## src/design/qqbd_pkg.sv

```systemverilog
// ----------------------------------------------------------------------------
// qqbd_pkg
// Shared widths, constants and stage control types for the Q4_0 x Q8_0
// block dot product core.
// ----------------------------------------------------------------------------
package qqbd_pkg;

	// Width of the packed input fields, in bytes
	localparam int FIELD_BYTES = 4;

	// One lane: two 4x8 signed products summed
	localparam int LANE_W = 13;

	// Block dot, two's complement, wraps at this width
	localparam int DOT_W = 17;

	// |dot| * half mantissa, then times the UQ8.24 activation scale
	localparam int MAG1_W  = 28;
	localparam int SCALE_W = 32;
	localparam int PROD_W  = 60;

	// Left shifts reach 13 places at most
	localparam int SHL_W = 74;

	// Row accumulator, signed Q31.32
	localparam int ACC_W = 64;

	// Half-precision fields
	localparam int HALF_W = 16;
	localparam int EXP_W  = 5;
	localparam int MANT_W = 11;

	localparam logic [EXP_W-1:0] EXP_INF = 5'd31;
	// Exponent at which the exact product needs no shift into Q31.32
	localparam logic [EXP_W-1:0] EXP_POINT = 5'd17;

	localparam logic [ACC_W-1:0] POS_MAX = 64'h7FFF_FFFF_FFFF_FFFF;
	localparam logic [ACC_W-1:0] NEG_MAX = 64'h8000_0000_0000_0000;

	typedef struct packed {
		logic valid;
		logic close;
		logic last_row;
	} item_ctrl_t;

	typedef struct packed {
		logic valid;
		logic last_row;
		logic force_sat;
		logic neg;
	} term_ctrl_t;

endpackage

```

## src/design/qqbd_lane.sv

```systemverilog
// ----------------------------------------------------------------------------
// qqbd_lane
// One byte lane: both 4-bit weights of a packed byte times their int8
// activations, summed.
// ----------------------------------------------------------------------------
module qqbd_lane import qqbd_pkg::*; (
	input  logic [7:0]               weight_byte,
	input  logic [7:0]               act_lo,
	input  logic [7:0]               act_hi,
	output logic signed [LANE_W-1:0] lane_sum
);

	logic signed [3:0]  w_lo;
	logic signed [3:0]  w_hi;
	logic signed [11:0] p_lo;
	logic signed [11:0] p_hi;

	// nibble minus 8 is the nibble with its top bit flipped
	assign w_lo = {~weight_byte[3], weight_byte[2:0]};
	assign w_hi = {~weight_byte[7], weight_byte[6:4]};

	assign p_lo = 12'(w_lo) * 12'($signed(act_lo));
	assign p_hi = 12'(w_hi) * 12'($signed(act_hi));

	assign lane_sum = LANE_W'(p_lo) + LANE_W'(p_hi);

endmodule

```

## config.mk

```make
export PLATFORM = sky130hd
export DESIGN_NAME = qqbd_lane
export DESIGN_NICKNAME = d
export VERILOG_FILES = /design/src/design/qqbd_pkg.sv /design/src/design/qqbd_lane.sv
export SDC_FILE = /design/constraint.sdc
export NUM_CORES = 1
export LEC_CHECK = 0
export ABC_AREA = 1
export BUFFER_PORTS_ARGS = -buffer_cell sky130_fd_sc_hd__buf_2
export CAP_MARGIN = 20
export CORE_MARGIN = 5
export CORE_UTILIZATION = 55
export DETAILED_ROUTE_END_ITERATION = 8
export GPL_TIMING_DRIVEN = 0
export PLACE_DENSITY = 0.76
export SYNTH_ARGS = -nofsm -noshare
export SYNTH_HDL_FRONTEND = slang
export SYNTH_SLANG_ARGS = --single-unit
```

## constraint.sdc

```tcl
create_clock -name vclk -period 10.4
set_input_delay 0.52 -clock vclk [all_inputs]
set_output_delay 0.52 -clock vclk [all_outputs]
set_load 0.1 [all_outputs]
```

---- After elaboration in Yosys (flattened, before gate mapping) ----
Cells that the tools add are included.
word-level totals
  bits of input ports ..................... 24
  output and inout bits ................... 13
  register bits ........................... 0
  word-level logic and storage cells ...... 5
cells by class
  bitwise logic cells ..................... 2
  multipliers ............................. 2
  add/sub/neg operators ................... 1
operators with widths
  operator        count
  $mul 4x8->12    2
  $add 12x12->13  1
  $not 1->1       2

---- Longest topological paths before layout ----
Gate-level depths: netlist of the first run.
  word-level depth ........................ 3
  gate-level depth with buffers ........... 21
  gate-level depth less buffers ........... 20

---- Worst setup path after synthesis of the first run ----
No wires, ideal clock.
  path type ............................... input to output
  start point ............................. input weight_byte[0]
  end point ............................... output lane_sum[8]
  path buffers ............................ 1
  cell stages on the path ................. 17
  arrival time ............................ 5071 ps
  required time ........................... 9880 ps
  path slack .............................. 4809 ps
  path through ............................ clkbuf_1 > nand2_1 > inv_1 > fa_1 > inv_1 > fa_1 > inv_1 > fa_1 > fa_1 > ha_1 > nand2_1 > nand2_1 > nor2_2 > inv_2 > nand2_1 > nand2_1 > xor2_1
between the ends
  word-level cells in the longest chain between the ends .. 2
RTL lines
  what                line             text
  start: declaration  qqbd_lane.sv:7   input logic [7:0] weight_byte,
  $mul 4x8->12        qqbd_lane.sv:22  assign p_lo = 12'(w_lo) * 12'($signed(act_lo));
  $add 12x12->13      qqbd_lane.sv:25  assign lane_sum = LANE_W'(p_lo) + LANE_W'(p_hi);
  end: declaration    qqbd_lane.sv:10  output logic signed [LANE_W-1:0] lane_sum
Every way passes these cells.

---- Worst setup path in the final report of the first run ----
  start point ............................. input weight_byte[5]
  end point ............................... output lane_sum[12]
between the ends
  word-level cells in the longest chain between the ends .. 2
RTL lines
  what            line             text
  $mul 4x8->12    qqbd_lane.sv:23  assign p_hi = 12'(w_hi) * 12'($signed(act_hi));
  $add 12x12->13  qqbd_lane.sv:25
Every way passes these cells.

==> results of run 1 <==
==> worst max-delay path, cell delays in order <==
cell	delay, ns
clkbuf_1	0.28
nand2_1	0.20
fa_1	0.55
fa_1	0.56
inv_1	0.06
fa_1	0.53
inv_1	0.05
fa_1	0.52
inv_1	0.04
ha_1	0.32
nand2_1	0.08
nor2_1	0.15
nand2_1	0.08
inv_1	0.06
nand2_1	0.04
nand3_1	0.06
nand2_1	0.05
nand2_1	0.05
buf_2	0.42
==> cells by family (layout without fill, tap and decap cells) <==
| family | Yosys count | count (layout) | share of synthesized area |
|---|---|---|---|
| and+or+nand+nor | 162 | 162 | 0.235 |
| buffers and inverters | 147 | 178 | 0.196 |
| adders and majority gates | 83 | 83 | 0.516 |
| AOI/OAI and AO/OA | 11 | 11 | 0.0248 |
| xor gates and xnor gates | 9 | 9 | 0.0279 |
==> metal layers <==
| layer | GRT usage | share of wire | up-vias |
|---|---|---|---|
| li1 | - | - | 1208 |
| met1 | 0.217 | 0.40 | 1114 |
| met2 | 0.405 | 0.56 | 42 |
| met3 | 0.00548 | 0.031 | 6 |
| met4 | 0.0150 | 0.011 | 0 |
| met5 | 0 | 0 | - |
==> path summary, 6_finish.rpt <==
path / endpoint / from / cells past startpoint
setup / recovery: lane_sum[12] / weight_byte[5] / 19
hold / removal: lane_sum[0] / weight_byte[7] / 4
==> stage by stage <==
step / util / std cells
global placement: 0.609 / 513
CTS: 0.609 / 513
floorplan: - / 412
detailed placement: 0.609 / 513
finish: 0.609 / 513
global route: 0.609 / 513
==> layout make-up <==
type,instances,share of cell area
inverters,140,0.171
plain buffers,7,0.00938
multi-input cells,265,0.740
repair buffers,31,0.0506
well taps,70,0.0285
==> layout by cell type, fill, tap and decap left out, types with 2 or more instances in the layout <==
master    count
ha_1         27
nand3b_1      2
nor2_1       29
buf_2        33
or2_2         7
fa_1         56
inv_1       139
xnor2_1       4
nand4_1       3
a21oi_1       6
clkbuf_1      5
o21ai_2       2
nor2_2        2
nand2_1     110
xor2_1        5
nand3_1       7
==> flow_metrics.tcl, run 1 <==
set metrics [dict create \
    placed_area_sq_mm 0.00307 \
    synthDistinctLibCells 22 \
    wl_per_cell_um 10.5 \
    fmax_mhz 194 \
    yosys-top-cells-area "fa_1 (40%), inv_1 (18%), nand2_1 (15%), ha_1 (12%), nor2_1 (3.9%)" \
    fin_area_sq_mm 0.00307 \
    cap_viol_max_count 0 \
    post-route-period-util 0.496 \
    fillCellCount 489 \
    critPathCaptureType "primary output" \
    synth_top_area_frac 0.397 \
    gp_congestion 0.900 \
    die_y_um 81.7 \
    setup_violations 0 \
    grt_overflow 0 \
    synth_most_common_cell "inv_1" \
    cp-start-kind "primary input" \
    chipWidth_um 81.7 \
    initial_core_util 0.561 \
    final_nets 552 \
    pre_cts_ws_ns 5.22 \
    layout.area.seq_sq_um 0 \
    multi_input_area_sq_mm 0.00227 \
    drt_iter0_markers 89 \
    post_cts_buffers 0 \
    grt_pass1_wl_um 10300 \
    whs_ns 1.77 \
    synth_largest_area_cell "fa_1" \
    ant_nets 0 \
    area_growth_pct 8.59 \
    period_needed_ns 5.16 \
    post_cts_resized 0 \
    vias 2370 \
    crit_type "primary input to primary output" \
    status "complete, no violations" \
    track_usage 0.192 \
    synth_common_cells "inv_1 (139), nand2_1 (110), fa_1 (56)" \
    dpl.hpwl_um 5180 \
    rsz0062_at_grt "false" \
    timing.setup.tns_ns 0 \
    hold_violations 0 \
    wl_um 5410 \
    die_area_sq_mm 0.00667 \
    crit_fanout 8 \
    slew_viol_final 0 \
    worstHoldPathType "primary input to primary output" \
    fin_ws_ns 5.24 \
    drc 0 \
    grt_pass1_vias 2573 \
    seq_cell_count 0 \
    syn_nets 519 \
    synth_area_sq_mm 0.00283 \
    critPathArrivalTime_ns 4.64 \
    slew-limit-headroom 0.678 \
    dr.pass1.iters 5 \
    n_antenna_cell 0 \
    worstPathRequired_ns 9.88 \
    seq_area_frac_synth 0 \
    ys_warn_count 0 \
    core-area_sq_mm 0.00504 \
    drive_above_1_share 0.104 \
    ctsHoldBuffers 0 \
    rows 26 \
    syn_inst 412 \
    nClkBuffers 0 \
    grt_max_degree 11 \
    grt_antenna_before_repair 0 \
    via_per_inst 4.62 \
    worst_slew_pin_slew_ns 0.487 \
    numPortBuffers 31 \
    synth_area_per_cell_sq_um 6.86 \
    pin_count 37 \
]
Power of run 1 is not shown: default switching activity piles up to over one toggle a cycle in this logic, so the estimate is an artifact.
==> run 2: changes to the inputs <==
Clock period 10.4 ns to 4.9 ns, I/O delays scaled along.
==> flow_metrics.tcl, run 2 (synthesized netlist as in run 1, its figures left out) <==
set metrics [dict create \
    timing.setup.tns_ns 0 \
    worstHoldPathType "primary input to primary output" \
    met3_usage 0.00768 \
    grt_pass1_vias 2476 \
    via_per_inst 4.66 \
    wl_per_cell_um 10.4 \
    rows 26 \
    n_antenna_cell 0 \
    fmax_mhz 217 \
    initial_core_util 0.561 \
    ctsHoldBuffers 0 \
    post-route-period-util 0.939 \
    cp-start-kind "primary input" \
    drc 0 \
    hold_violations 0 \
    worst_slew_pin_slew_ns 0.486 \
    fin_ws_ns 0.298 \
    area_growth_pct 9.83 \
    gp_congestion 0.882 \
    whs_ns 1.23 \
    post-place-cells 513 \
    setup_violations 0 \
    rsz0062_at_grt "false" \
    grt_overflow 0 \
    die_y_um 81.7 \
    grt_antenna_before_repair 0 \
    cap_viol_max_count 0 \
    pre_cts_ws_ns 0.291 \
    core-area_sq_mm 0.00504 \
    drive_above_1_share 0.113 \
    busiest_layer "met2" \
    layout_commonest_cell "inv_1" \
    crit_fanout 8 \
    die_area_sq_mm 0.00667 \
    mostFrequentLayoutCells "inv_1 (139), nand2_1 (110), fa_1 (56), buf_2 (31), nor2_1 (29)" \
    period_needed_ns 4.60 \
    pin_count 37 \
    dpl.hpwl_um 5070 \
    drt_iter0_markers 114 \
    slew-limit-headroom 0.676 \
    vias 2391 \
    ant_nets 0 \
    nClkBuffers 0 \
    critPathCaptureType "primary output" \
    worstPathRequired_ns 4.66 \
    crit_type "primary input to primary output" \
    post_cts_buffers 0 \
    wl_um 5340 \
    grt_util_met2 0.375 \
    grt_pass1_wl_um 10000 \
    track_usage 0.187 \
    use_met1 0.222 \
    status "complete, no violations" \
    fin_cells 513 \
    chipWidth_um 81.7 \
    final_nets 552 \
    seq_cell_count 0 \
    grt_max_degree 11 \
    dr.pass1.iters 5 \
    layout.area.seq_sq_um 0 \
    numPortBuffers 31 \
    critPathArrivalTime_ns 4.36 \
    slew_viol_final 0 \
]
## run 2: area by class of cell
type               instances  area, sq um
multi-input cells        265         2300
fillers                  495         1940
inverters                140          526
repair buffers            31          160
well taps                 70         87.6
plain buffers              7         28.8
## run 2: worst paths after layout
check / start / endpoint / slack, ns / cells past startpoint
max: weight_byte[5] / lane_sum[10] / 0.30 / 17
min: weight_byte[7] / lane_sum[0] / 1.23 / 4
## run 2: routing by layer
metal  routed length (um)  share of wire
met1                 2120           0.40
met2                 2910           0.54
met3                  226          0.042
met4                   85          0.016
met5                    0              0
## run 2: what timing repair did
item / CTS / global route
endpoints found under the setup margin: 0 / 2
hold endpoints to repair: 0 / 0
resized for setup: 0 / 2
## run 2: stage by stage
stage                util  cell area, sq um
finish              0.616              3100
global placement    0.615              3100
floorplan               -              2860
CTS                 0.615              3100
detailed placement  0.615              3100
global route        0.616              3100
## run 2: critical path, cell delays in order
cell and delay (ns):
clkbuf_1 0.30, nand2_1 0.20, inv_1 0.11, fa_1 0.43, fa_1 0.53, fa_1 0.55, inv_1 0.05, fa_1 0.53
inv_1 0.04, ha_1 0.35, nand2_1 0.12, nor2_1 0.14, nand3b_1 0.13, nand3_1 0.10, nand2_1 0.05, nand2_1 0.06
buf_2 0.42
Power of run 2 is left out for the same reason.
