--- config.mk ---
export PLATFORM = sky130hd
export DESIGN_NAME = qqbd_acc
export DESIGN_NICKNAME = d
export VERILOG_FILES = /design/src/design/qqbd_pkg.sv /design/src/design/qqbd_acc.sv
export SDC_FILE = /design/constraint.sdc
export NUM_CORES = 1
export LEC_CHECK = 0
export ABC_AREA = 1
export BUFFER_PORTS_ARGS = -buffer_cell sky130_fd_sc_hd__buf_2
export CORE_ASPECT_RATIO = 0.9
export CORE_MARGIN = 2
export CORE_UTILIZATION = 40
export DETAILED_ROUTE_END_ITERATION = 16
export GPL_ROUTABILITY_DRIVEN = 0
export GPL_TIMING_DRIVEN = 0
export PLACE_DENSITY = 0.68
export SLEW_MARGIN = 20
export SYNTH_ARGS = -nofsm -noshare
export SYNTH_HDL_FRONTEND = slang
export SYNTH_SLANG_ARGS = --single-unit
--- constraint.sdc ---
create_clock -name clk -period 8 [get_ports clk]
set_clock_uncertainty 0.05 [all_clocks]
set_input_delay 0.4 -clock clk [delete_from_list [all_inputs] [get_ports clk]]
set_output_delay 0.4 -clock clk [all_outputs]
set_load 0.005 [all_outputs]
--- src/design/qqbd_pkg.sv ---
// ----------------------------------------------------------------------------
// qqbd_pkg
// Shared widths, constants and stage control types for the Q4_0 x Q8_0
// block dot product core.
// ----------------------------------------------------------------------------
package qqbd_pkg;

	// Width of the packed input fields, in bytes
	localparam int FIELD_BYTES = 4;

	// One lane: two 4x8 signed products summed
	localparam int LANE_W = 13;

	// Block dot, two's complement, wraps at this width
	localparam int DOT_W = 17;

	// |dot| * half mantissa, then times the UQ8.24 activation scale
	localparam int MAG1_W  = 28;
	localparam int SCALE_W = 32;
	localparam int PROD_W  = 60;

	// Left shifts reach 13 places at most
	localparam int SHL_W = 74;

	// Row accumulator, signed Q31.32
	localparam int ACC_W = 64;

	// Half-precision fields
	localparam int HALF_W = 16;
	localparam int EXP_W  = 5;
	localparam int MANT_W = 11;

	localparam logic [EXP_W-1:0] EXP_INF = 5'd31;
	// Exponent at which the exact product needs no shift into Q31.32
	localparam logic [EXP_W-1:0] EXP_POINT = 5'd17;

	localparam logic [ACC_W-1:0] POS_MAX = 64'h7FFF_FFFF_FFFF_FFFF;
	localparam logic [ACC_W-1:0] NEG_MAX = 64'h8000_0000_0000_0000;

	typedef struct packed {
		logic valid;
		logic close;
		logic last_row;
	} item_ctrl_t;

	typedef struct packed {
		logic valid;
		logic last_row;
		logic force_sat;
		logic neg;
	} term_ctrl_t;

endpackage

--- src/design/qqbd_acc.sv ---
// ----------------------------------------------------------------------------
// qqbd_acc
// Row accumulator with saturating add, sticky saturation flag and the
// output register of the result channel.
// ----------------------------------------------------------------------------
module qqbd_acc import qqbd_pkg::*; (
	input  logic             clk,
	input  logic             arst_n,
	input  logic             adv,
	input  term_ctrl_t       ctrl_in,
	input  logic [ACC_W-1:0] term_in,
	input  logic             out_stall,
	output logic             busy,
	output logic             out_valid,
	output logic [ACC_W-1:0] row_sum_q,
	output logic             overflow_q
);

	logic [ACC_W-1:0] row_acc_q;
	logic             sat_q;
	logic             out_valid_q;
	logic [ACC_W-1:0] sum;
	logic             add_ovf;
	logic [ACC_W-1:0] acc_next;
	logic             sat_next;

	always_comb begin
		sum     = row_acc_q + term_in;
		add_ovf = ((row_acc_q[ACC_W-1] ^ sum[ACC_W-1]) &
			(term_in[ACC_W-1] ^ sum[ACC_W-1]));
		if (ctrl_in.force_sat) begin
			acc_next = ctrl_in.neg ? NEG_MAX : POS_MAX;
			sat_next = 1'b1;
		end else if (add_ovf) begin
			acc_next = row_acc_q[ACC_W-1] ? NEG_MAX : POS_MAX;
			sat_next = 1'b1;
		end else begin
			acc_next = sum;
			sat_next = sat_q;
		end
	end

	// hold the pipeline while a row result waits behind an untaken one
	assign busy      = ctrl_in.valid && ctrl_in.last_row && out_valid_q && out_stall;
	assign out_valid = out_valid_q;

	always_ff @(posedge clk or negedge arst_n) begin
		if (!arst_n) begin
			row_acc_q   <= '0;
			sat_q       <= 1'b0;
			out_valid_q <= 1'b0;
		end else begin
			// a new row result replaces one taken in the same cycle
			if (adv && ctrl_in.valid && ctrl_in.last_row) begin
				out_valid_q <= 1'b1;
			end else if (out_valid_q && !out_stall) begin
				out_valid_q <= 1'b0;
			end
			if (adv && ctrl_in.valid) begin
				if (ctrl_in.last_row) begin
					row_acc_q   <= '0;
					sat_q       <= 1'b0;
				end else begin
					row_acc_q   <= acc_next;
					sat_q       <= sat_next;
				end
			end
		end
	end

	always_ff @(posedge clk) begin
		if (adv && ctrl_in.valid && ctrl_in.last_row) begin
			row_sum_q  <= acc_next;
			overflow_q <= sat_next;
		end
	end

endmodule

=== Word-level counts from Yosys, hierarchy flattened ===
Index checks and enable logic that the tools add are counted.

* Flip-flop bits (word level): 131
* Bits in latches: 0
* Bits in writable memories: 0
* ROM bits: 0
* Input bits: 72
* Output and inout bits: 67
* Logic and storage cells: 27
* Memories: 0

* $add $sub $neg: 1
* $mul: 0
* Div/mod/pow operators: 0
* Order comparisons: 0
* Eq/ne operators: 0
* Shift operators: 0
* Multiplexer cells: 10
* Bitwise logic cells: 3
* Reduce and logical (&&, ||, !) cells: 8

{| class="wikitable"
|+ Operators by type and width
! cell !! count
|-
| $mux W64 || 5
|-
| $add A64 B64 Y64 || 1
|-
| $logic_and A1 B1 Y1 || 6
|-
| $mux W1 || 5
|-
| $reduce_bool A2 Y1 || 1
|-
| $xor A1 B1 Y1 || 2
|-
| $and A1 B1 Y1 || 1
|-
| $logic_not A1 Y1 || 1
|}

=== Logic depth before layout (Yosys ltp) ===
* Depth after elaboration: 6
* Mapped depth: 25

=== Worst setup path before layout ===
OpenSTA, ideal clock, no wires.

* Kind: input -> register
* Start: input adv
* End: register sat_q
* Library setup time: 121 ps
* Arrival: 3889 ps
* Required time: 7829 ps
* Slack: 3940 ps
* Stages on the path: 6
* Cell sequence: nand2_1 clkbuf_1 nor2_1 inv_1 o211ai_1 inv_1

* Cells in the longest elaborated chain, start to end: 1

{| class="wikitable"
|+ RTL lines
! element !! line !! RTL
|-
| start, declared || qqbd_acc.sv:9 || <nowiki>input logic adv,</nowiki>
|-
| $logic_and A1 B1 Y1 || qqbd_acc.sv:59 || <nowiki>if (adv && ctrl_in.valid) begin</nowiki>
|-
| end signal, assigned || qqbd_acc.sv:65 || <nowiki>sat_q <= sat_next;</nowiki>
|-
| end, declared || qqbd_acc.sv:20 || <nowiki>logic sat_q;</nowiki>
|}

No other way between the ends.
A chain may end at the register's enable or synchronous reset.

=== Final worst setup path ===
* Start: register row_acc_q[37]
* End: register row_sum_q[49] (data pin)

* Cells in the longest elaborated chain, start to end: 5
* Elaborated cells between the ends (all ways): 6

{| class="wikitable"
|+ RTL lines
! element !! line !! RTL
|-
| start, declared || qqbd_acc.sv:19 || <nowiki>logic [ACC_W-1:0] row_acc_q;</nowiki>
|-
| start signal, assigned || qqbd_acc.sv:64 || <nowiki>row_acc_q <= acc_next;</nowiki>
|-
| $add A64 B64 Y64 * || qqbd_acc.sv:28 || <nowiki>sum = row_acc_q + term_in;</nowiki>
|-
| $xor A1 B1 Y1 (on tied branches) || qqbd_acc.sv:29, qqbd_acc.sv:30 ||
|-
| $and A1 B1 Y1 || qqbd_acc.sv:29 || <nowiki>add_ovf = ((row_acc_q[ACC_W-1] ^ sum[ACC_W-1]) &</nowiki>
|-
| $mux W64 * || qqbd_acc.sv:34 || <nowiki>end else if (add_ovf) begin</nowiki>
|-
| $mux W64 * || qqbd_acc.sv:31 || <nowiki>if (ctrl_in.force_sat) begin</nowiki>
|-
| via acc_next[49] || qqbd_acc.sv:24 || <nowiki>logic [ACC_W-1:0] acc_next;</nowiki>
|-
| end signal, assigned || qqbd_acc.sv:73 || <nowiki>row_sum_q <= acc_next;</nowiki>
|-
| end, declared || qqbd_acc.sv:15 || <nowiki>output logic [ACC_W-1:0] row_sum_q,</nowiki>
|}

The timed path passes the listed nets; every way through them passes the cells marked *.

==> impl_metrics.tcl <==
set metrics [dict create \
    outcome "finished clean" \
    worst_slew_pin_slew_ps 831 \
    fin_tns_setup_ps 0 \
    die_h_um 163 \
    fmax_mhz 205 \
    drt_iter0_drc 1062 \
    async_reset_ff_share_pct 50.4 \
    cp_slowest_cell "fa_1" \
    drive_above_1_share_pct 13.9 \
    rsz0062_at_grt "no" \
    cts_tree "done" \
    maxCapViolCount 0 \
    criticalPathCategory "reg2reg" \
    synth_xor_area_share_pct 0.783 \
    startpoint_type "flop" \
    synth.mux.area_fraction_pct 0 \
    synth_edf_count 65 \
    fp-row-count 58 \
    first_pass_iters 6 \
    power.internal_mw 1.65 \
    nets 2068 \
    grt_pass1_wl_um 56700 \
    seq_area_um2 3600 \
    synth_area_leaders "nand2_1 (25%), edfxtp_1 (17%), dfrtp_1 (15%), inv_1 (11%), ha_1 (7.0%)" \
    synth_warnings 0 \
    cp.required_ps 8130 \
    ioPinCount 139 \
    p_switching_mw 1.13 \
    antenna_found_initial 0 \
    crit_path_end_kind "flop" \
    setup_viol 0 \
    clkLatencyLatePin_ps 440 \
    placed_area_um2 12400 \
    seq_power_share_pct 29.9 \
    hold_buffers 1 \
    finalPower_mw 2.78 \
    design.core.area_um2 27700 \
    worst_slack_ps 3120 \
    avgSynthCellArea_um2 6.32 \
    netlist_instances 1770 \
    power.density_nw_per_um2 214 \
    gr-total-overflow 0 \
    path_common_cell "nand2_1" \
    fin_crit_ps 4880 \
    grt_max_degree 36 \
    synth.largest_area_cell "nand2_1" \
    drv_slew 0 \
    postCtsResizedCells 0 \
    drc 0 \
    yosysSeqAreaShare_pct 32.2 \
    via_per_inst 4.99 \
    cts-root-buf "clkbuf_16" \
    cts.path.max_buffers 2 \
    fin_area_um2 13000 \
    yosys.area_share.simple_pct 39.4 \
    place_ws_ps 3170 \
    cts.clk_slew.worst_paths_ps 60 \
    final_common_cell "nand2_1" \
    leakagePower_nw 7.53 \
    clock_power_share_pct 29.8 \
    yosys_most_used_dff "dfrtp_1" \
    grtUsageTotal_pct 24.5 \
    synth_top_area_share_pct 24.8 \
    crit_arrival_ps 5000 \
    layout_common_cells "nand2_1 (740), inv_1 (324), buf_2 (148)" \
    syn-cell-area_um2 11200 \
    synth_fa_ha_area_share_pct 7.40 \
    slowest_delay_ps 640 \
    cts_max_level 4 \
    crit_chain "ha_1 > nand2_1 > inv_1 > nand2_1 > nand2_1 > a21oi_1 > nand2_1 > a21oi_1 > nand2_2 > nand2_1 > o311ai_0 > fa_1 > nor3_4 > inv_2 > nand2_2 > inv_2 > buf_2 > buf_2 > nand3_1 > nand3_1 > nand2_1" \
    port_buffers 138 \
    post_cts_buffers 0 \
    grt_pass1_vias 10800 \
    design.die.area_um2 29300 \
    ys_ff_latch 131 \
    peakVddDrop_uv 143 \
    yosysUniqueCellTypes 39 \
    dp_hpwl_um 28800 \
    diodes 0 \
    timing.final.crit_share_pct 61.0 \
    wl_per_cell_um 15.4 \
    synth_compound_area_share_pct 7.11 \
    syn_nets 1907 \
    dieWidth_um 180 \
    pwr-share-comb_pct 40.3 \
    syn_to_final_growth_pct 16.4 \
    slew_headroom_pct 44.6 \
    multi_input_area_um2 6130 \
    min_path_type "in2reg" \
    hold_violations 0 \
    wl_um 35500 \
    initial_utilization_pct 40.4 \
    synth_top_family_by_area "simple AND/OR/NAND/NOR gates" \
    numClockSinks 131 \
    final_antenna_net_count 0 \
    vias 11500 \
    critPathMaxFanout 10 \
    cts_made_buffers 17 \
    fill_cells 2884 \
    swShare_pct 40.6 \
]
-- cell type report --
type	count	area share [%]
multi-input combinational	1264	47.1
sequential	131	27.7
inverter	338	9.75
timing repair buffer	142	5.86
tap	360	3.46
clock buffer	17	3.27
buffer	37	1.51
clock inverter	15	1.40
-- power by group through the flow --
stage                     registers [mW]  logic [mW]  clock network, mW
final                              0.832        1.12              0.829
after floorplan                    0.840       0.778                  0
after detailed placement           0.844        1.09                  0
after global routing               0.841        1.26              0.866
after global placement             0.844        1.08                  0
after CTS                          0.833        1.10              0.838
-- path summary, 6_finish.rpt --
path	start	endpoint	cells past startpoint	slack, ps
max	row_acc_q[37]	row_sum_q[49]	21	3120
min	out_stall	out_valid	3	130
max reg2reg	row_acc_q[37]	row_sum_q[49]	21	3120
min reg2reg	row_acc_q[39]	row_acc_q[39]	2	440
max in group asynchronous	arst_n	row_acc_q[50]	3	6950
min in group asynchronous	arst_n	row_acc_q[10]	2	390
-- metrics by stage --
| stage | std cells | hold slack [ps] | utilization [%] |
|---|---|---|---|
| 2_1_floorplan | 1770 | 54.4 | - |
| 3_5_place_dp | 2271 | 325 | 44.7 |
| 3_3_place_gp | 2268 | 416 | 44.5 |
| 5_1_grt | 2304 | 184 | 47.0 |
| 4_1_cts | 2304 | 135 | 47.0 |
| 6_report | 2304 | 133 | 47.0 |
-- registers in the layout, summed over array words and instances (netlist names) --
| name | cells |
|---|---|
| row_acc_q | 64 |
| row_sum_q | 64 |
| out_valid | 1 |
| overflow_q | 1 |
| sat_q | 1 |
-- per-layer routing --
layer,GRT usage (%),up-vias,part of all wire (%)
met5,0,-,0
met4,9.49,0,3.2
met3,4.72,81,8.9
met2,36.0,511,40
met1,35.6,5112,47
li1,-,5782,-
-- logic make-up after synthesis --
logic type	Yosys count
AND/OR/NAND/NOR	1056
AO/OA/AOI/OAI	133
flip-flops	131
adder cells (fa/ha/maj)	65
buffers and inverters	375
XOR/XNOR	10
-- cell usage after synthesis, types with 2 or more instances --
| cell | count |
|---|---|
| a21o_1 | 2 |
| a21oi_1 | 54 |
| a22o_1 | 17 |
| a31oi_1 | 2 |
| buf_1 | 4 |
| buf_2 | 11 |
| buf_4 | 5 |
| buf_6 | 2 |
| clkbuf_1 | 14 |
| clkinv_1 | 4 |
| dfrtp_1 | 66 |
| edfxtp_1 | 65 |
| fa_1 | 2 |
| ha_1 | 63 |
| inv_1 | 324 |
| inv_2 | 10 |
| nand2_1 | 740 |
| nand2_2 | 28 |
| nand3_1 | 126 |
| nand3_2 | 10 |
| nand4_1 | 11 |
| nor2_1 | 105 |
| nor2_2 | 17 |
| nor2_4 | 2 |
| nor3_1 | 10 |
| nor3_2 | 3 |
| nor3_4 | 2 |
| o211ai_1 | 11 |
| o21ai_0 | 32 |
| o21ai_1 | 5 |
| o21ai_2 | 3 |
| o21bai_1 | 3 |
| o31ai_1 | 2 |
| xor2_1 | 10 |
-- critical path: cells and delay by family, from the launching register on --
| family | cells | cell delay (ps) |
|---|---|---|
| simple gates | 11 | 1340 |
| compound gates | 3 | 830 |
| buf+inv | 5 | 990 |
| fa+ha+maj | 2 | 1000 |
| flops | 1 | 380 |
Note: power is estimated with default switching activity, not from simulation.
