[src/design/qqbd_pkg.sv]
// ----------------------------------------------------------------------------
// qqbd_pkg
// Shared widths, constants and stage control types for the Q4_0 x Q8_0
// block dot product core.
// ----------------------------------------------------------------------------
package qqbd_pkg;

	// Width of the packed input fields, in bytes
	localparam int FIELD_BYTES = 4;

	// One lane: two 4x8 signed products summed
	localparam int LANE_W = 13;

	// Block dot, two's complement, wraps at this width
	localparam int DOT_W = 17;

	// |dot| * half mantissa, then times the UQ8.24 activation scale
	localparam int MAG1_W  = 28;
	localparam int SCALE_W = 32;
	localparam int PROD_W  = 60;

	// Left shifts reach 13 places at most
	localparam int SHL_W = 74;

	// Row accumulator, signed Q31.32
	localparam int ACC_W = 64;

	// Half-precision fields
	localparam int HALF_W = 16;
	localparam int EXP_W  = 5;
	localparam int MANT_W = 11;

	localparam logic [EXP_W-1:0] EXP_INF = 5'd31;
	// Exponent at which the exact product needs no shift into Q31.32
	localparam logic [EXP_W-1:0] EXP_POINT = 5'd17;

	localparam logic [ACC_W-1:0] POS_MAX = 64'h7FFF_FFFF_FFFF_FFFF;
	localparam logic [ACC_W-1:0] NEG_MAX = 64'h8000_0000_0000_0000;

	typedef struct packed {
		logic valid;
		logic close;
		logic last_row;
	} item_ctrl_t;

	typedef struct packed {
		logic valid;
		logic last_row;
		logic force_sat;
		logic neg;
	} term_ctrl_t;

endpackage

[src/design/qqbd_merge.sv]
// ----------------------------------------------------------------------------
// qqbd_merge
// Merge stage: adds the lane sums of one item and registers the item dot.
// ----------------------------------------------------------------------------
module qqbd_merge import qqbd_pkg::*; #(
	parameter int LANES = 4
) (
	input  logic                     clk,
	input  logic                     adv,
	input  logic signed [LANE_W-1:0] lane_sum [LANES],
	output logic [DOT_W-1:0]         item_sum_s1
);

	logic [DOT_W-1:0] item_sum;

	// wraps at the block dot width, as the block dot itself does
	always_comb begin
		item_sum = '0;
		for (int i = 0; i < LANES; i++) begin
			item_sum = item_sum + DOT_W'(lane_sum[i]);
		end
	end

	always_ff @(posedge clk) begin
		if (adv) begin
			item_sum_s1 <= item_sum;
		end
	end

endmodule

[config.mk]
export PLATFORM = sky130hd
export DESIGN_NAME = qqbd_merge
export DESIGN_NICKNAME = d
export VERILOG_FILES = /design/src/design/qqbd_pkg.sv /design/src/design/qqbd_merge.sv
export SDC_FILE = /design/constraint.sdc
export NUM_CORES = 1
export LEC_CHECK = 0
export BUFFER_PORTS_ARGS = -buffer_cell sky130_fd_sc_hd__buf_2
export CORE_MARGIN = 2
export CORE_UTILIZATION = 54
export CTS_CLUSTER_SIZE = 40
export DETAILED_ROUTE_END_ITERATION = 10
export PLACE_DENSITY = 0.86
export SLEW_MARGIN = 20
export SYNTH_ARGS = -nofsm -noshare
export SYNTH_HDL_FRONTEND = slang
export SYNTH_SLANG_ARGS = --single-unit
[constraint.sdc]
create_clock -name clk -period 5.9 [get_ports clk]
set_clock_uncertainty 0.2 [all_clocks]
set_input_delay 0.885 -clock clk [delete_from_list [all_inputs] [get_ports clk]]
set_output_delay 0.885 -clock clk [all_outputs]
set_load 0.02 [all_outputs]
## After elaboration in Yosys (flattened, before gate mapping)

Index checks and enable logic that the tools add are counted.

| storage, ports and cells | value |
|---|---|
| output and inout bits | 17 |
| flip-flop bits (word level) | 17 |
| word-level logic and storage cells | 4 |
| input bits | 54 |

| operators by class | value |
|---|---|
| add/sub/neg operators | 3 |

Operators by type and width:

| operator | count |
|---|---|
| $add A15 B13 Y16 | 1 |
| $add A14 B13 Y15 | 1 |
| $add A13 B13 Y14 | 1 |

## Logic depth before layout (Yosys ltp)

Gate-level depths: netlist of run 1.

| depth | value |
|---|---|
| depth in word-level cells | 3 |
| mapped depth | 11 |
| depth with buffers taken out | 11 |

## Worst setup path before layout of run 1

No wires, ideal clock.

| timing path | value |
|---|---|
| path type | input-to-reg |
| start point | input lane_sum[1] in the netlist's numbering |
| end point | register item_sum_s1[13], data pin |
| cell stages on the path | 11 |
| setup time | 0.133 ns |
| required time | 5.567 ns |
| data arrival time | 3.804 ns |
| buffers on the path | 0 |
| slack | 1.763 ns |
| cell sequence | inv_1 -> fa_1 -> inv_1 -> fa_1 -> ha_1 -> fa_1 -> a21oi_4 -> o221ai_2 -> a311o_1 -> a2111oi_2 -> a311o_1 |

| between the ends | value |
|---|---|
| word-level cells in the longest chain between the ends | 1 |

RTL lines:

| element | RTL line | RTL |
|---|---|---|
| from (decl) | qqbd_merge.sv:10 | `input logic signed [LANE_W-1:0] lane_sum [LANES],` |
| $add A15 B13 Y16 | qqbd_merge.sv:20 | `item_sum = item_sum + DOT_W'(lane_sum[i]);` |
| named net item_sum[13] | qqbd_merge.sv:14 | `logic [DOT_W-1:0] item_sum;` |
| to (signal assigned) | qqbd_merge.sv:26 | `item_sum_s1 <= item_sum;` |
| to (decl) | qqbd_merge.sv:11 | `output logic [DOT_W-1:0] item_sum_s1` |

The timed path passes the listed nets, and every way through them passes these cells.
A chain may end at the register's enable or synchronous reset.

## Worst setup path after layout of run 1

Ends and elaborated chain as after synthesis.

==> flow_summary.ini, run 1 <==
[layout]
area_growth_pct = 21.4
nets = 369
mostFrequentLayoutCell = inv_1
drive_above_1_share_pct = 29.2
mostFrequentLayoutCells = inv_1, buf_2, fa_1
num_antenna_cells = 0
largest_reg_flops = 16
top_register = item_sum_s1
fillCellCount = 274
reg_top3 = item_sum_s1 (16)
final_util_pct = 69.8

[clocking]
cts_tree = done
cts_buffer_depth = 2
cts-resized-gates = 0
clkTransAtPathRegs_ns = 0.08
numCtsBuffers = 3
cts_num_sinks = 16
cts_hold_buffers = 0
htreeDepth = 1
ctsRootBufferMaster = clkbuf_4
postCtsSetupBuffers = 0

[routing]
dr.pass1.iters = 4
drt_iter0_drc = 28
vias_per_cell = 4.87
wl_per_cell_um = 10.3
drc = 0
route.vias.total = 1544
drt_wl_total_mm = 3.26
ant_nets = 0

[logic_synthesis]
yosysSeqAreaShare_pct = 24.6
syn-cell-area_um2 = 1950
async_flop_share_pct = 0
yosys_warnings = 0
synth_nets = 296
synth_edf_count = 16
postSynthAreaPerCell_um2 = 9.75
ys_ff_latch = 16
ys_types = 37
synth-main-ff-cell = edfxtp_1
syn_inst = 200

[timing]
tns_ns = 0
slew_headroom_pct = 63.8
max_freq_mhz = 243
timing.final.hold_violations = 0
finalCriticalPeriod_ns = 4.12
rsz0062_at_grt = false
tightest_slew_ns = 0.530
slew_violations = 0
setup_viol = 0
fin_crit_sh_pct = 69.9
setup_slack_ns = 1.78

[global_route]
grt_pass1_vias = 1530
overflow = 0
grt_use_total_pct = 17.6
antenna_found_initial = 0
grt_pass1_wl_mm = 5.93
grt_start_max_net_pins = 17

[setup_path]
cp.required_ns = 5.84
crit_path_start_kind = input port
crit_fanout = 4
crit_type = in2reg
end_kind = register
crit_arrival_ns = 4.06

[placed_design]
post-dp-hpwl_mm = 2.94
dp_slack_ns = 1.51
place.gp.congestion = 0.853
port-buffer-count = 70

[die]
core_area_um2 = 3390
io_pins = 71
die_h_um = 64.1
initial_core_util_pct = 57.5
rows = 21
die-area_um2 = 4110
die_x_um = 64.1

[power_and_ir_drop]
combPwrFrac_pct = 66.6
cellPowerDensity_nw_per_um2 = 326
leakage_nw = 1.29
clkPwrFrac_pct = 6.6
seq_power_share_pct = 26.8
intPower_mw = 0.427
vdd.ir_drop.worst_v = 0.000130
swShare_pct = 44.7
netSwitchingPower_mw = 0.345

[status]
outcome = finished clean

[job]
maxCapViolations = 0

[worst_hold_path]
hold_path.class = in2reg
## final timing paths
path	depth (start not counted)	start	end	slack (ns)
min	2	lane_sum[39]	item_sum_s1[0]	0.72
max	12	lane_sum[1]	item_sum_s1[13]	1.78
## Yosys cell counts (2+ instances only)
master    count  share of area (%)
a211oi_1      2               0.77
a21oi_1       9                2.3
a311o_1       2                1.0
edfxtp_1     16                 25
fa_1         27                 28
ha_1         15                9.6
inv_1        72                 14
nand2_1       6                1.2
nand3_1       2               0.51
nor2_1        7                1.3
nor3_1        6                1.5
o211ai_1      2               0.77
o21a_1        2               0.77
o21ai_0       4                1.0
o311ai_0      2               0.90
xnor2_1       3                1.3
xor2_1        3                1.3
## through the flow
step                area [um^2]  power (mW)  cells  hold slack, ns
floorplan                  1950       0.597    200           0.797
CTS                        2370       0.776    317           0.725
detailed placement         2340       0.725    314            1.00
finish                     2370       0.772    317           0.722
global route               2370       0.851    317           0.714
global placement           2340       0.709    314           0.989
## final cells by class
class	instances	area, um^2	share of cell area (%)
multi-input cells	110	1190	50.1
flip-flops and latches	16	480	20.3
repair buffers	70	350	14.8
inverters	72	270	11.4
well taps	46	57.6	2.43
clock buffers	3	22.5	0.951
## kinds of logic (layout without fill, tap and decap cells)
group                    Yosys count  after routing  synth area share [%]
XOR/XNOR                           6              6                  2.70
buffers and inverters             74            145                  14.5
AO/OA/AOI/OAI                     38             38                  15.1
adder cells (fa/ha/maj)           42             42                  37.4
AND/OR/NAND/NOR                   24             24                  5.71
flip-flops                        16             16                  24.6
## worst max-delay path: stages
cell	delay, ns
buf_2	0.07
inv_1	0.05
fa_1	0.54
inv_1	0.06
fa_1	0.46
ha_1	0.24
fa_1	0.44
a21oi_4	0.19
o221ai_2	0.14
a311o_1	0.45
a2111oi_2	0.38
a311o_1	0.16
## per-layer routing
metal / part of all wire [%] / vias to the layer above / global-route usage [%]
met1: 43 / 701 / 23.3
met3: 6.3 / 4 / 1.58
met2: 50 / 57 / 31.6
met4: 1.0 / 0 / 3.26
met5: 0 / - / 0
li1: - / 782 / -
## power by group through the flow
stage	sequential, mW	clock [mW]	combinational [mW]
floorplan	0.275	0	0.322
global placement	0.209	0	0.500
detailed placement	0.210	0	0.515
CTS	0.207	0.0521	0.516
global route	0.213	0.0592	0.579
finish	0.207	0.0510	0.514
Power figures use the tool's default switching activity.
==> run 2, diff against run 1 <==
--- a/config.mk
+++ b/config.mk
@@ -7,10 +7,10 @@
 export LEC_CHECK = 0
 export BUFFER_PORTS_ARGS = -buffer_cell sky130_fd_sc_hd__buf_2
 export CORE_MARGIN = 2
-export CORE_UTILIZATION = 54
+export CORE_UTILIZATION = 50
 export CTS_CLUSTER_SIZE = 40
 export DETAILED_ROUTE_END_ITERATION = 10
-export PLACE_DENSITY = 0.86
+export PLACE_DENSITY = 0.81
 export SLEW_MARGIN = 20
 export SYNTH_ARGS = -nofsm -noshare
 export SYNTH_HDL_FRONTEND = slang
==> constraint.sdc (replaced) <==
create_clock -name clk -period 4.1 [get_ports clk]
set_clock_uncertainty 0.2 [all_clocks]
set_input_delay 0.615 -clock clk [delete_from_list [all_inputs] [get_ports clk]]
set_output_delay 0.615 -clock clk [all_outputs]
set_load 0.02 [all_outputs]
==> run 2 against run 1 <==
Combinational power is 45% higher. Wire length is 1.3% higher. Clock power grew 120%. Via count fell by 1.3%. First-iteration DRC count is 86% higher. Critical endpoint unchanged. Non-clock buffer count rose by 1. Worst hold slack worse by 0.23 ns. Sequential share of layout area is 0.28 points lower. Critical path depth unchanged.
==> flow_summary.ini, run 2 (synthesis gave the netlist of run 1 again) <==
[status]
outcome = finished clean

[timing]
tightest_slew_ns = 0.461
slew_headroom_pct = 68.9
finalCriticalPeriod_ns = 3.82
tns_ns = 0
max_freq_mhz = 262
timing.final.hold_violations = 0
setup_viol = 0
slew_violations = 0
rsz0062_at_grt = false
fin_crit_sh_pct = 93.2

[layout]
area_growth_pct = 23.1
largest_reg_flops = 16
fillCellCount = 321
nets = 370
fin_area_um2 = 2400
reg_top3 = item_sum_s1 (16)
drive_above_1_share_pct = 29.3
mostFrequentLayoutCells = inv_1, buf_2, fa_1
num_antenna_cells = 0
top_register = item_sum_s1
seq_area_um2 = 480
mostFrequentLayoutCell = inv_1
multi_input_area_um2 = 1190

[routing]
ant_nets = 0
drc = 0
vias_per_cell = 4.75
route.vias.total = 1524
wl_per_cell_um = 10.3
drt_wl_total_mm = 3.30
drt_iter0_drc = 52
dr.pass1.iters = 4

[die]
rows = 22
die-area_um2 = 4410
die_x_um = 66.4
io_pins = 71
core_area_um2 = 3720
initial_core_util_pct = 52.5
die_h_um = 66.4

[clocking]
cts_num_sinks = 16
cts_tree = done
cts_buffer_depth = 2
numCtsBuffers = 3
postCtsSetupBuffers = 0
cts-resized-gates = 0
cts_hold_buffers = 0
ctsRootBufferMaster = clkbuf_8
htreeDepth = 1
clkTransAtPathRegs_ns = 0.06

[global_route]
grt_start_max_net_pins = 17
overflow = 0
antenna_found_initial = 0
grt_use_total_pct = 16.6
grt_pass1_vias = 1447
grt_pass1_wl_mm = 5.71

[setup_path]
crit_type = in2reg
crit_fanout = 4
end_kind = register
crit_arrival_ns = 3.73
cp.required_ns = 4.01
crit_path_start_kind = input port

[placed_design]
place.gp.congestion = 0.833
place_area_um2 = 2350
post-dp-hpwl_mm = 2.96
port-buffer-count = 70

[job]
maxCapViolations = 0

[power_and_ir_drop]
power_mw = 1.16
leakage_nw = 1.30
vdd.ir_drop.worst_v = 0.000170
cellPowerDensity_nw_per_um2 = 484

[worst_hold_path]
hold_path.class = in2reg
run 2: where the power goes:
group | total, mW | internal, mW | switching (mW)
Sequential | 0.300 | 0.284 | 0.0157
Combinational | 0.747 | 0.303 | 0.444
Clock | 0.114 | 0.0662 | 0.0475
run 2: critical path: stages:
cell	delay, ns
buf_2	0.08
inv_1	0.04
fa_1	0.53
inv_1	0.05
fa_1	0.46
ha_1	0.23
fa_1	0.44
a21oi_4	0.19
o221ai_2	0.12
a311o_1	0.44
a2111oi_2	0.38
a311o_1	0.15
run 2: metrics by stage:
| step | setup slack [ns] | instances | hold WS (ns) | utilization [%] |
|---|---|---|---|---|
| after floorplan | 0.233 | 200 | 0.527 | - |
| after global placement | 0.0737 | 317 | 0.737 | 63.4 |
| after detailed placement | 0.0507 | 317 | 0.745 | 63.4 |
| after CTS | 0.269 | 321 | 0.494 | 64.6 |
| after global routing | 0.103 | 321 | 0.484 | 64.6 |
| final | 0.281 | 321 | 0.490 | 64.6 |
run 2: metal layers:
layer	vias up	global-route usage (%)	wire length, um
met5	-	0	0
met3	0	1.53	188
li1	785	-	-
met1	684	21.5	1490
met2	55	29.9	1630
met4	0	3.83	0
run 2: path summary, 6_finish.rpt:
path | from | slack [ns] | cells after the start | end
hold / removal | lane_sum[39] | 0.49 | 2 | item_sum_s1[0]
setup / recovery | lane_sum[1] | 0.28 | 12 | item_sum_s1[13]
run 2: final cells by class:
| type | instances | share of cell area (%) |
|---|---|---|
| flip-flops and latches | 16 | 20.0 |
| clock inverters | 1 | 0.156 |
| clock buffers | 3 | 1.72 |
| multi-input cells | 110 | 49.4 |
| well taps | 48 | 2.50 |
| repair buffers | 71 | 14.9 |
| inverters | 72 | 11.3 |
