--- src/design/qqbd_pkg.sv ---
// ----------------------------------------------------------------------------
// qqbd_pkg
// Shared widths, constants and stage control types for the Q4_0 x Q8_0
// block dot product core.
// ----------------------------------------------------------------------------
package qqbd_pkg;

	// Width of the packed input fields, in bytes
	localparam int FIELD_BYTES = 4;

	// One lane: two 4x8 signed products summed
	localparam int LANE_W = 13;

	// Block dot, two's complement, wraps at this width
	localparam int DOT_W = 17;

	// |dot| * half mantissa, then times the UQ8.24 activation scale
	localparam int MAG1_W  = 28;
	localparam int SCALE_W = 32;
	localparam int PROD_W  = 60;

	// Left shifts reach 13 places at most
	localparam int SHL_W = 74;

	// Row accumulator, signed Q31.32
	localparam int ACC_W = 64;

	// Half-precision fields
	localparam int HALF_W = 16;
	localparam int EXP_W  = 5;
	localparam int MANT_W = 11;

	localparam logic [EXP_W-1:0] EXP_INF = 5'd31;
	// Exponent at which the exact product needs no shift into Q31.32
	localparam logic [EXP_W-1:0] EXP_POINT = 5'd17;

	localparam logic [ACC_W-1:0] POS_MAX = 64'h7FFF_FFFF_FFFF_FFFF;
	localparam logic [ACC_W-1:0] NEG_MAX = 64'h8000_0000_0000_0000;

	typedef struct packed {
		logic valid;
		logic close;
		logic last_row;
	} item_ctrl_t;

	typedef struct packed {
		logic valid;
		logic last_row;
		logic force_sat;
		logic neg;
	} term_ctrl_t;

endpackage

--- src/design/qqbd_scale.sv ---
// ----------------------------------------------------------------------------
// qqbd_scale
// Block close pipeline: decodes the fp16 weight scale, forms
// |dot| * mantissa * act_scale exactly over two multiplier stages, then
// shifts into Q31.32 with round half away from zero or saturates.
// ----------------------------------------------------------------------------
module qqbd_scale import qqbd_pkg::*; (
	input  logic               clk,
	input  logic               arst_n,
	input  logic               adv,
	input  item_ctrl_t         ctrl_in,
	input  logic [DOT_W-1:0]   dot_in,
	input  logic [HALF_W-1:0]  half_in,
	input  logic [SCALE_W-1:0] scale_in,
	output term_ctrl_t         ctrl_out,
	output logic [ACC_W-1:0]   term_out
);

	// s2: captured block dot and scales
	item_ctrl_t         ctrl_s2;
	logic [DOT_W-1:0]   dot_s2;
	logic [HALF_W-1:0]  half_s2;
	logic [SCALE_W-1:0] scale_s2;

	// s3: decoded, first product
	logic               valid_s3, last_row_s3;
	logic               neg_s3, inf_s3, zero_s3;
	logic [EXP_W-1:0]   exp_s3;
	logic [MAG1_W-1:0]  mag1_s3;
	logic [SCALE_W-1:0] scale_s3;

	// s4: full product
	logic               valid_s4, last_row_s4;
	logic               neg_s4, inf_s4, zero_s4;
	logic [EXP_W-1:0]   exp_s4;
	logic [PROD_W-1:0]  p_s4;

	// decode
	logic               dneg;
	logic [DOT_W-1:0]   dmag;
	logic [EXP_W-1:0]   exp_raw;
	logic [EXP_W-1:0]   exp_eff;
	logic [MANT_W-1:0]  mant;
	logic               kill, inf, zero;

	// shift and round
	logic [EXP_W-1:0]   rsh;
	logic [EXP_W-1:0]   lsh;
	logic [PROD_W:0]    rnd;
	logic [SHL_W-1:0]   shl;
	logic [ACC_W-1:0]   mag;
	logic               ovf;

	always_comb begin
		dneg    = dot_s2[DOT_W-1];
		dmag    = dneg ? (DOT_W'(0) - dot_s2) : dot_s2;
		exp_raw = half_s2[14:10];
		exp_eff = (exp_raw == '0) ? EXP_W'(1) : exp_raw;
		mant    = {(exp_raw != '0), half_s2[9:0]};
		kill    = !ctrl_s2.close || (dmag == '0) || (scale_s2 == '0);
		inf     = !kill && (exp_raw == EXP_INF);
		zero    = kill || (!inf && (mant == '0));
	end

	always_ff @(posedge clk or negedge arst_n) begin
		if (!arst_n) begin
			ctrl_s2     <= '0;
			valid_s3    <= 1'b0;
			valid_s4    <= 1'b0;
			ctrl_out    <= '0;
		end else if (adv) begin
			ctrl_s2     <= ctrl_in;
			valid_s3    <= ctrl_s2.valid;
			valid_s4    <= valid_s3;
			ctrl_out.valid     <= valid_s4;
			ctrl_out.last_row  <= last_row_s4;
			ctrl_out.force_sat <= inf_s4 || (!zero_s4 && ovf);
			ctrl_out.neg       <= neg_s4;
		end
	end

	always_ff @(posedge clk) begin
		if (adv) begin
			dot_s2      <= dot_in;
			half_s2     <= half_in;
			scale_s2    <= scale_in;

			last_row_s3 <= ctrl_s2.last_row;
			neg_s3      <= dneg ^ half_s2[HALF_W-1];
			inf_s3      <= inf;
			zero_s3     <= zero;
			exp_s3      <= exp_eff;
			mag1_s3     <= MAG1_W'(dmag) * MAG1_W'(mant);
			scale_s3    <= scale_s2;

			last_row_s4 <= last_row_s3;
			neg_s4      <= neg_s3;
			inf_s4      <= inf_s3;
			zero_s4     <= zero_s3;
			exp_s4      <= exp_s3;
			p_s4        <= PROD_W'(mag1_s3) * PROD_W'(scale_s3);

			term_out    <= zero_s4 ? '0 : (neg_s4 ? (ACC_W'(0) - mag) : mag);
		end
	end

	// below the binary point exponent: round right shift of 1..16 places;
	// at or above it: left shift of 0..13 places with a range check
	always_comb begin
		rsh = EXP_POINT - exp_s4;
		lsh = exp_s4 - EXP_POINT;
		rnd = '0;
		shl = '0;
		ovf = 1'b0;
		if (exp_s4 < EXP_POINT) begin
			rnd = ((PROD_W+1)'(p_s4) + ((PROD_W+1)'(1) << (rsh - EXP_W'(1)))) >> rsh;
			mag = ACC_W'(rnd);
		end else begin
			shl = SHL_W'(p_s4) << lsh;
			mag = shl[ACC_W-1:0];
			if (neg_s4) begin
				ovf = (shl[SHL_W-1:ACC_W] != '0) ||
					(shl[ACC_W-1] && (shl[ACC_W-2:0] != '0));
			end else begin
				ovf = (shl[SHL_W-1:ACC_W-1] != '0);
			end
		end
	end

endmodule

--- config.mk ---
export PLATFORM = sky130hd
export DESIGN_NAME = qqbd_scale
export DESIGN_NICKNAME = d
export VERILOG_FILES = /design/src/design/qqbd_pkg.sv /design/src/design/qqbd_scale.sv
export SDC_FILE = /design/constraint.sdc
export NUM_CORES = 2
export LEC_CHECK = 0
export BUFFER_PORTS_ARGS = -buffer_cell sky130_fd_sc_hd__buf_2
export CELL_PAD_IN_SITES_DETAIL_PLACEMENT = 1
export CELL_PAD_IN_SITES_GLOBAL_PLACEMENT = 1
export CORE_MARGIN = 4
export CORE_UTILIZATION = 52
export CTS_BUF_LIST = sky130_fd_sc_hd__clkbuf_8
export CTS_CLUSTER_DIAMETER = 120
export DETAILED_ROUTE_END_ITERATION = 16
export PLACE_DENSITY = 0.87
export SYNTH_ARGS = -nofsm -noshare
export SYNTH_HDL_FRONTEND = slang
export SYNTH_SLANG_ARGS = --single-unit
--- constraint.sdc ---
create_clock -name clk -period 12.2 [get_ports clk]
set_input_delay 0.61 -clock clk [delete_from_list [all_inputs] [get_ports clk]]
set_output_delay 0.61 -clock clk [all_outputs]
set_load 0.1 [all_outputs]
* Yosys cells after proc, flatten, opt, wreduce, memory -nomap -nowiden
Cells that the tools add are included.
** Word-level totals
- Output and inout port bits :: 68
- Register bits after elaboration :: 276
- Input port bits :: 71
** Cells by class
- $lt $le $gt $ge :: 1
- $add $sub $neg :: 6
- Equality and inequality tests :: 1
- Reductions and logical operators :: 21
- Multipliers :: 2
- Shift-type cells :: 3
- Multiplexer cells :: 5
- Bitwise operators :: 1
** Operators by type and width (count)
- 2-to-1 mux 64 bit :: 2
- << shifter 60 x 5 -> 74 bit :: 1
- subtractor 1 x 64 -> 64 bit, first input constant :: 1
- nonzero test 63 bit :: 1
- adder 60 x 61 -> 61 bit :: 1
- << shifter 1 x 5 -> 61 bit, first input constant :: 1
- right shift 61 x 5 -> 61 bit :: 1
- multiplier 28 x 32 -> 60 bit :: 1
- logical NOT 32 bit :: 1
- multiplier 17 x 11 -> 28 bit :: 1
- logical NOT 17 bit :: 1
- 2-to-1 mux 17 bit :: 1
- subtractor 1 x 17 -> 17 bit, first input constant :: 1
- logical NOT 11 bit :: 1
- nonzero test 11 bit :: 1
- nonzero test 10 bit :: 1
- equality test 5 bit, second input constant :: 1
- logical NOT 5 bit :: 1
- logical OR 1 bit :: 5
- less-than comparator 5 bit, second input constant :: 1
- nonzero test 5 bit :: 1
- subtractor 5 x 1 -> 5 bit, second input constant :: 1
- subtractor 5 bit, first input constant :: 1
- subtractor 5 bit, second input constant :: 1
- 4 further kinds :: 11

* Depth between registers and ports, before layout
- Depth in word-level cells :: 10
- Depth in mapped cells :: 41

* Worst setup path before layout
No wires, ideal clock.
- Kind :: register to register
- Start point :: register exp_s4[1]
- End point :: register term_out[55], data pin
- Library setup time :: 0.266 ns
- Data arrival time :: 10.424 ns
- Path slack :: 1.510 ns
- Path buffers :: 14
- Cell stages (with the launch flop) :: 41
- Cells stage by stage :: edfxtp_1 > buf_2 > clkinv_1 > clkbuf_1 > clkbuf_1 > clkbuf_1 > clkbuf_1 > clkbuf_1 > ha_1 > clkinv_1 > clkbuf_1 > buf_1 > clkbuf_1 > clkbuf_1 > clkbuf_1 > nor2_1 > or2_2 > nor3_1 > [5 not listed] > a21o_1 > buf_2 > a2111o_1 > a31oi_1 > xor2_1 > mux2_2 > a221o_1 > a311oi_2 > o221ai_1 > a21oi_2 > o311ai_1 > or4b_1 > clkbuf_1 > or4b_4 > buf_6 > o31ai_1 > xor2_1 > nor2_1
** Between the ends
- Word-level cells in the longest chain between the ends :: 8
- Elaborated cells on any way between the ends :: 11
- Those cells by class :: 5 x add/sub; 1 x order compare; 3 x shift; 2 x mux
** Ends and longest elaborated chain
- start, declared :: RTL line qqbd_scale.sv:35 : logic [EXP_W-1:0] exp_s4;
- start signal, assigned :: RTL line qqbd_scale.sv:100 : exp_s4 <= exp_s3;
- subtractor 5 bit :: RTL line qqbd_scale.sv:110 : rsh = EXP_POINT - exp_s4;
- subtractor 5 x 1 -> 5 bit :: RTL line qqbd_scale.sv:116 : rnd = ((PROD_W+1)'(p_s4) + ((PROD_W+1)'(1) << (rsh - EXP_W'(1)))) >> rsh;
- << shifter 1 x 5 -> 61 bit :: RTL line qqbd_scale.sv:116
- adder 60 x 61 -> 61 bit :: RTL line qqbd_scale.sv:116
- right shift 61 x 5 -> 61 bit :: RTL line qqbd_scale.sv:116
- 2-to-1 mux 64 bit (*) :: RTL line qqbd_scale.sv:115 : if (exp_s4 < EXP_POINT) begin
- subtractor 1 x 64 -> 64 bit :: RTL line qqbd_scale.sv:103 : term_out <= zero_s4 ? '0 : (neg_s4 ? (ACC_W'(0) - mag) : mag);
- 2-to-1 mux 64 bit (*) :: RTL line qqbd_scale.sv:103
- end signal, assigned :: RTL line qqbd_scale.sv:103
- end, declared :: RTL line qqbd_scale.sv:16 : output logic [ACC_W-1:0] term_out
Mark *: on every way between the ends. The rest lies on a longest branch, timed or not.
A chain may end at the register's enable or synchronous reset.

* Worst setup path after layout
- Start point :: register mag1_s3[1]
- End point :: register p_s4[56], data pin
** Between the ends
- Word-level cells in the longest chain between the ends :: 1
** Ends and longest elaborated chain
- start, declared :: RTL line qqbd_scale.sv:29 : logic [MAG1_W-1:0] mag1_s3;
- start signal, assigned :: RTL line qqbd_scale.sv:93 : mag1_s3 <= MAG1_W'(dmag) * MAG1_W'(mant);
- multiplier 28 x 32 -> 60 bit :: RTL line qqbd_scale.sv:101 : p_s4 <= PROD_W'(mag1_s3) * PROD_W'(scale_s3);
- end signal, assigned :: RTL line qqbd_scale.sv:101
- end, declared :: RTL line qqbd_scale.sv:36 : logic [PROD_W-1:0] p_s4;
Every way passes these cells.

==> metrics.txt <==
Final min period=roughly 11 ns; Seq/Total Area, Yosys=between 10% and 20%; number of synthesized register bits=roughly 280; area grow syn2layout=5.80%; ys flop type=edfxtp_1; crit end category=register; H-tree levels=2; total die area=around 120000 um^2; gr usage total=about half; period utilisation layout=between 80 and 90%; area of the core=between 100000 and 150000 um^2; Clock transition at path regs=0.08 ns; Max-Cap Viols=0; Yosys cell types=between 100 and 150; Fmax achieved=92.3 MHz; Final Wtd Congestion=around 1.1; endpoints failing setup=0; DR DRC count=0; slowest cell on the critical path=edfxtp_1; CTS Root Cell=clkbuf_8; drt wl/cell=between 30 and 40 um; post-route ant nets=0; synthesized instance count=approximately 7000; Slew headroom=under 10%; Net Count, Synth=8258; Post-Route Utilization=55.5%; Slew Limit Fails=0; post-synth top area share=a little under a third; CP Launch Type=register; Post-synth EDFFs=roughly 270; initial antenna violation count=9; largest net degree at the start of global routing=roughly 110; die height=approximately 350 um; vias per std cell=6.99; post-synthesis async set-or-reset flop share=~3.3%; Initial DRC Count=roughly 8000; DRT Pass-1 Iters=7; syn avg cell area=8.66 um^2; Yosys top cell by area=fa_1; number of global-route vias before repair=approximately 65000; Worst Hold Class=primary input to register; # rows=124; RSZ-0062 raised after global routing=no; fin area=63700 um^2; post-synthesis instance area=about 60000 um^2; dpl hpwl=around 200 mm; Placed Area=62200 um^2; nets=8175; crit path DAT=11.30 ns; via count=roughly 60000; synth warn=0; CTS Buf Count=49; first-pass GRT wire length=441 mm; largest driver fanout on the critical path=32; Die W=about 350 um; post-CTS sizing=0; most used cell along the critical path=fa_1; # clock sinks=276; Worst-Skew Late Latency=0.79 ns; Buffers on Ports=~140; largest cells by area after synthesis=fa_1 30%, edfxtp_1 13%, ha_1 6.7%; final WL=roughly 300 mm; Slew @ Worst Pin=about 1.5 ns; share of cells above drive strength 1=7.99%; CTS tree=done; post-route clock skew=between 0.08 and 0.09 ns; IO Pins=139; final hold vios=0; total gr overflow=0; Critical Path Max Stage Delay=1.25 ns; Clock Path Buffers=3; TNS Setup=0 ns; critical path class=register to register; critical path required time=between 10 and 15 ns; Initial Util=between 50 and 60%; status=completed; Fin Hold WS=0.0333 ns
state kept, by name, indices dropped and copies added, names as in the netlist, 3 cells and up:
register,count
p_s4,60
scale_s2,32
dot_s2,17
ctrl_out,4
half_s2,16
exp_s4,5
exp_s3,5
term_out,64
ctrl_s2,3
scale_s3,32
mag1_s3,28
cells in the mapped netlist, types with 91 or more instances:
| cell type | count |
|---|---|
| nand2_1 | 913 |
| nor2_1 | 386 |
| o21ai_0 | 210 |
| clkbuf_1 | 343 |
| fa_1 | 913 |
| mux2i_1 | 91 |
| a21oi_1 | 245 |
| nor3_1 | 104 |
| xnor2_1 | 119 |
| and2_1 | 575 |
| ha_1 | 322 |
| inv_1 | 1059 |
| edfxtp_1 | 267 |
final timing paths:
check	from	to	slack (ns)	cells past startpoint
setup / recovery	mag1_s3[1]	p_s4[56]	1.36	28
hold reg to reg	inf_s3	inf_s4	0.43	0
hold / removal	dot_in[2]	dot_s2[2]	0.03	1
setup reg to reg	mag1_s3[1]	p_s4[56]	1.36	28
min in group asynchronous	arst_n	ctrl_s2[0]	0.22	2
max in group asynchronous	arst_n	ctrl_out[2]	11.80	2
cells by family after synthesis:
kind of cell / Yosys count / synth area share [%]
buffers and inverters: 1512 / 9.62
adder cells (fa/ha/maj): 1235 / 37.1
AO/OA/AOI/OAI: 1118 / 13.0
XOR/XNOR: 188 / 2.75
AND/OR/NAND/NOR: 2450 / 20.1
flip-flops: 276 / 13.7
multiplexers: 173 / 3.83
final cells by class:
cell class	count	area, um^2
Tap cell	1512	1890
Clock buffer	49	674
Antenna cell	12	30.0
Multi-Input combinational cell	5164	46300
Timing Repair Buffer	315	2140
Inverter	1063	3990
Sequential cell	276	8240
Clock inverter	42	364
Fill cell	13200	51000
per-layer routing:
layer / vias up / track usage, % / wire [um]
met1: 28700 / 53.4 / 96700
li1: 22700 / - / -
met2: 5261 / 76.3 / 132000
met4: 4 / 46.1 / 37400
met5: - / 0 / 29
met3: 2294 / 16.5 / 35600
stage by stage:
stage,std cells,worst slack [ns]
floorplan,6952,1.51
global placement,8294,2.54
detailed placement,8294,2.25
CTS,8420,1.82
global route,8423,1.16
finish,8433,1.36
critical path: cells and delay by family (launching register included):
family / cells / cell delay, ns
simple gates: 2 / 0.48
flops: 1 / 1.25
compound gates: 14 / 4.57
fa+ha+maj: 8 / 3.92
xor+xnor: 1 / 0.08
buf+inv: 3 / 0.19
timing repair:
item	CTS	global route
hold endpoints to repair	43	0
buffers inserted	0	0
setup endpoints to repair	0	0
hold buffers	35	0
cell usage in the layout, fill, tap and decap left out, types with 53 or more instances in the layout:
cell | Yosys | layout
a21oi_1 | 245 | 245
buf_2 | 63 | 137
ha_1 | 322 | 320
fa_1 | 913 | 913
a211oi_1 | 55 | 55
o21ai_0 | 210 | 210
buf_4 | 5 | 139
nand3_1 | 83 | 83
nor3_1 | 104 | 104
o211ai_1 | 53 | 53
xnor2_1 | 119 | 113
nor2_1 | 386 | 383
mux2i_1 | 91 | 91
edfxtp_1 | 267 | 267
inv_1 | 1059 | 1073
xor2_1 | 68 | 64
and2_1 | 575 | 575
nand4_1 | 75 | 75
nand2_1 | 913 | 913
Power is left out: the tool's default activity adds up to more than one toggle a clock period on the data nets, which glitch-free logic cannot reach.
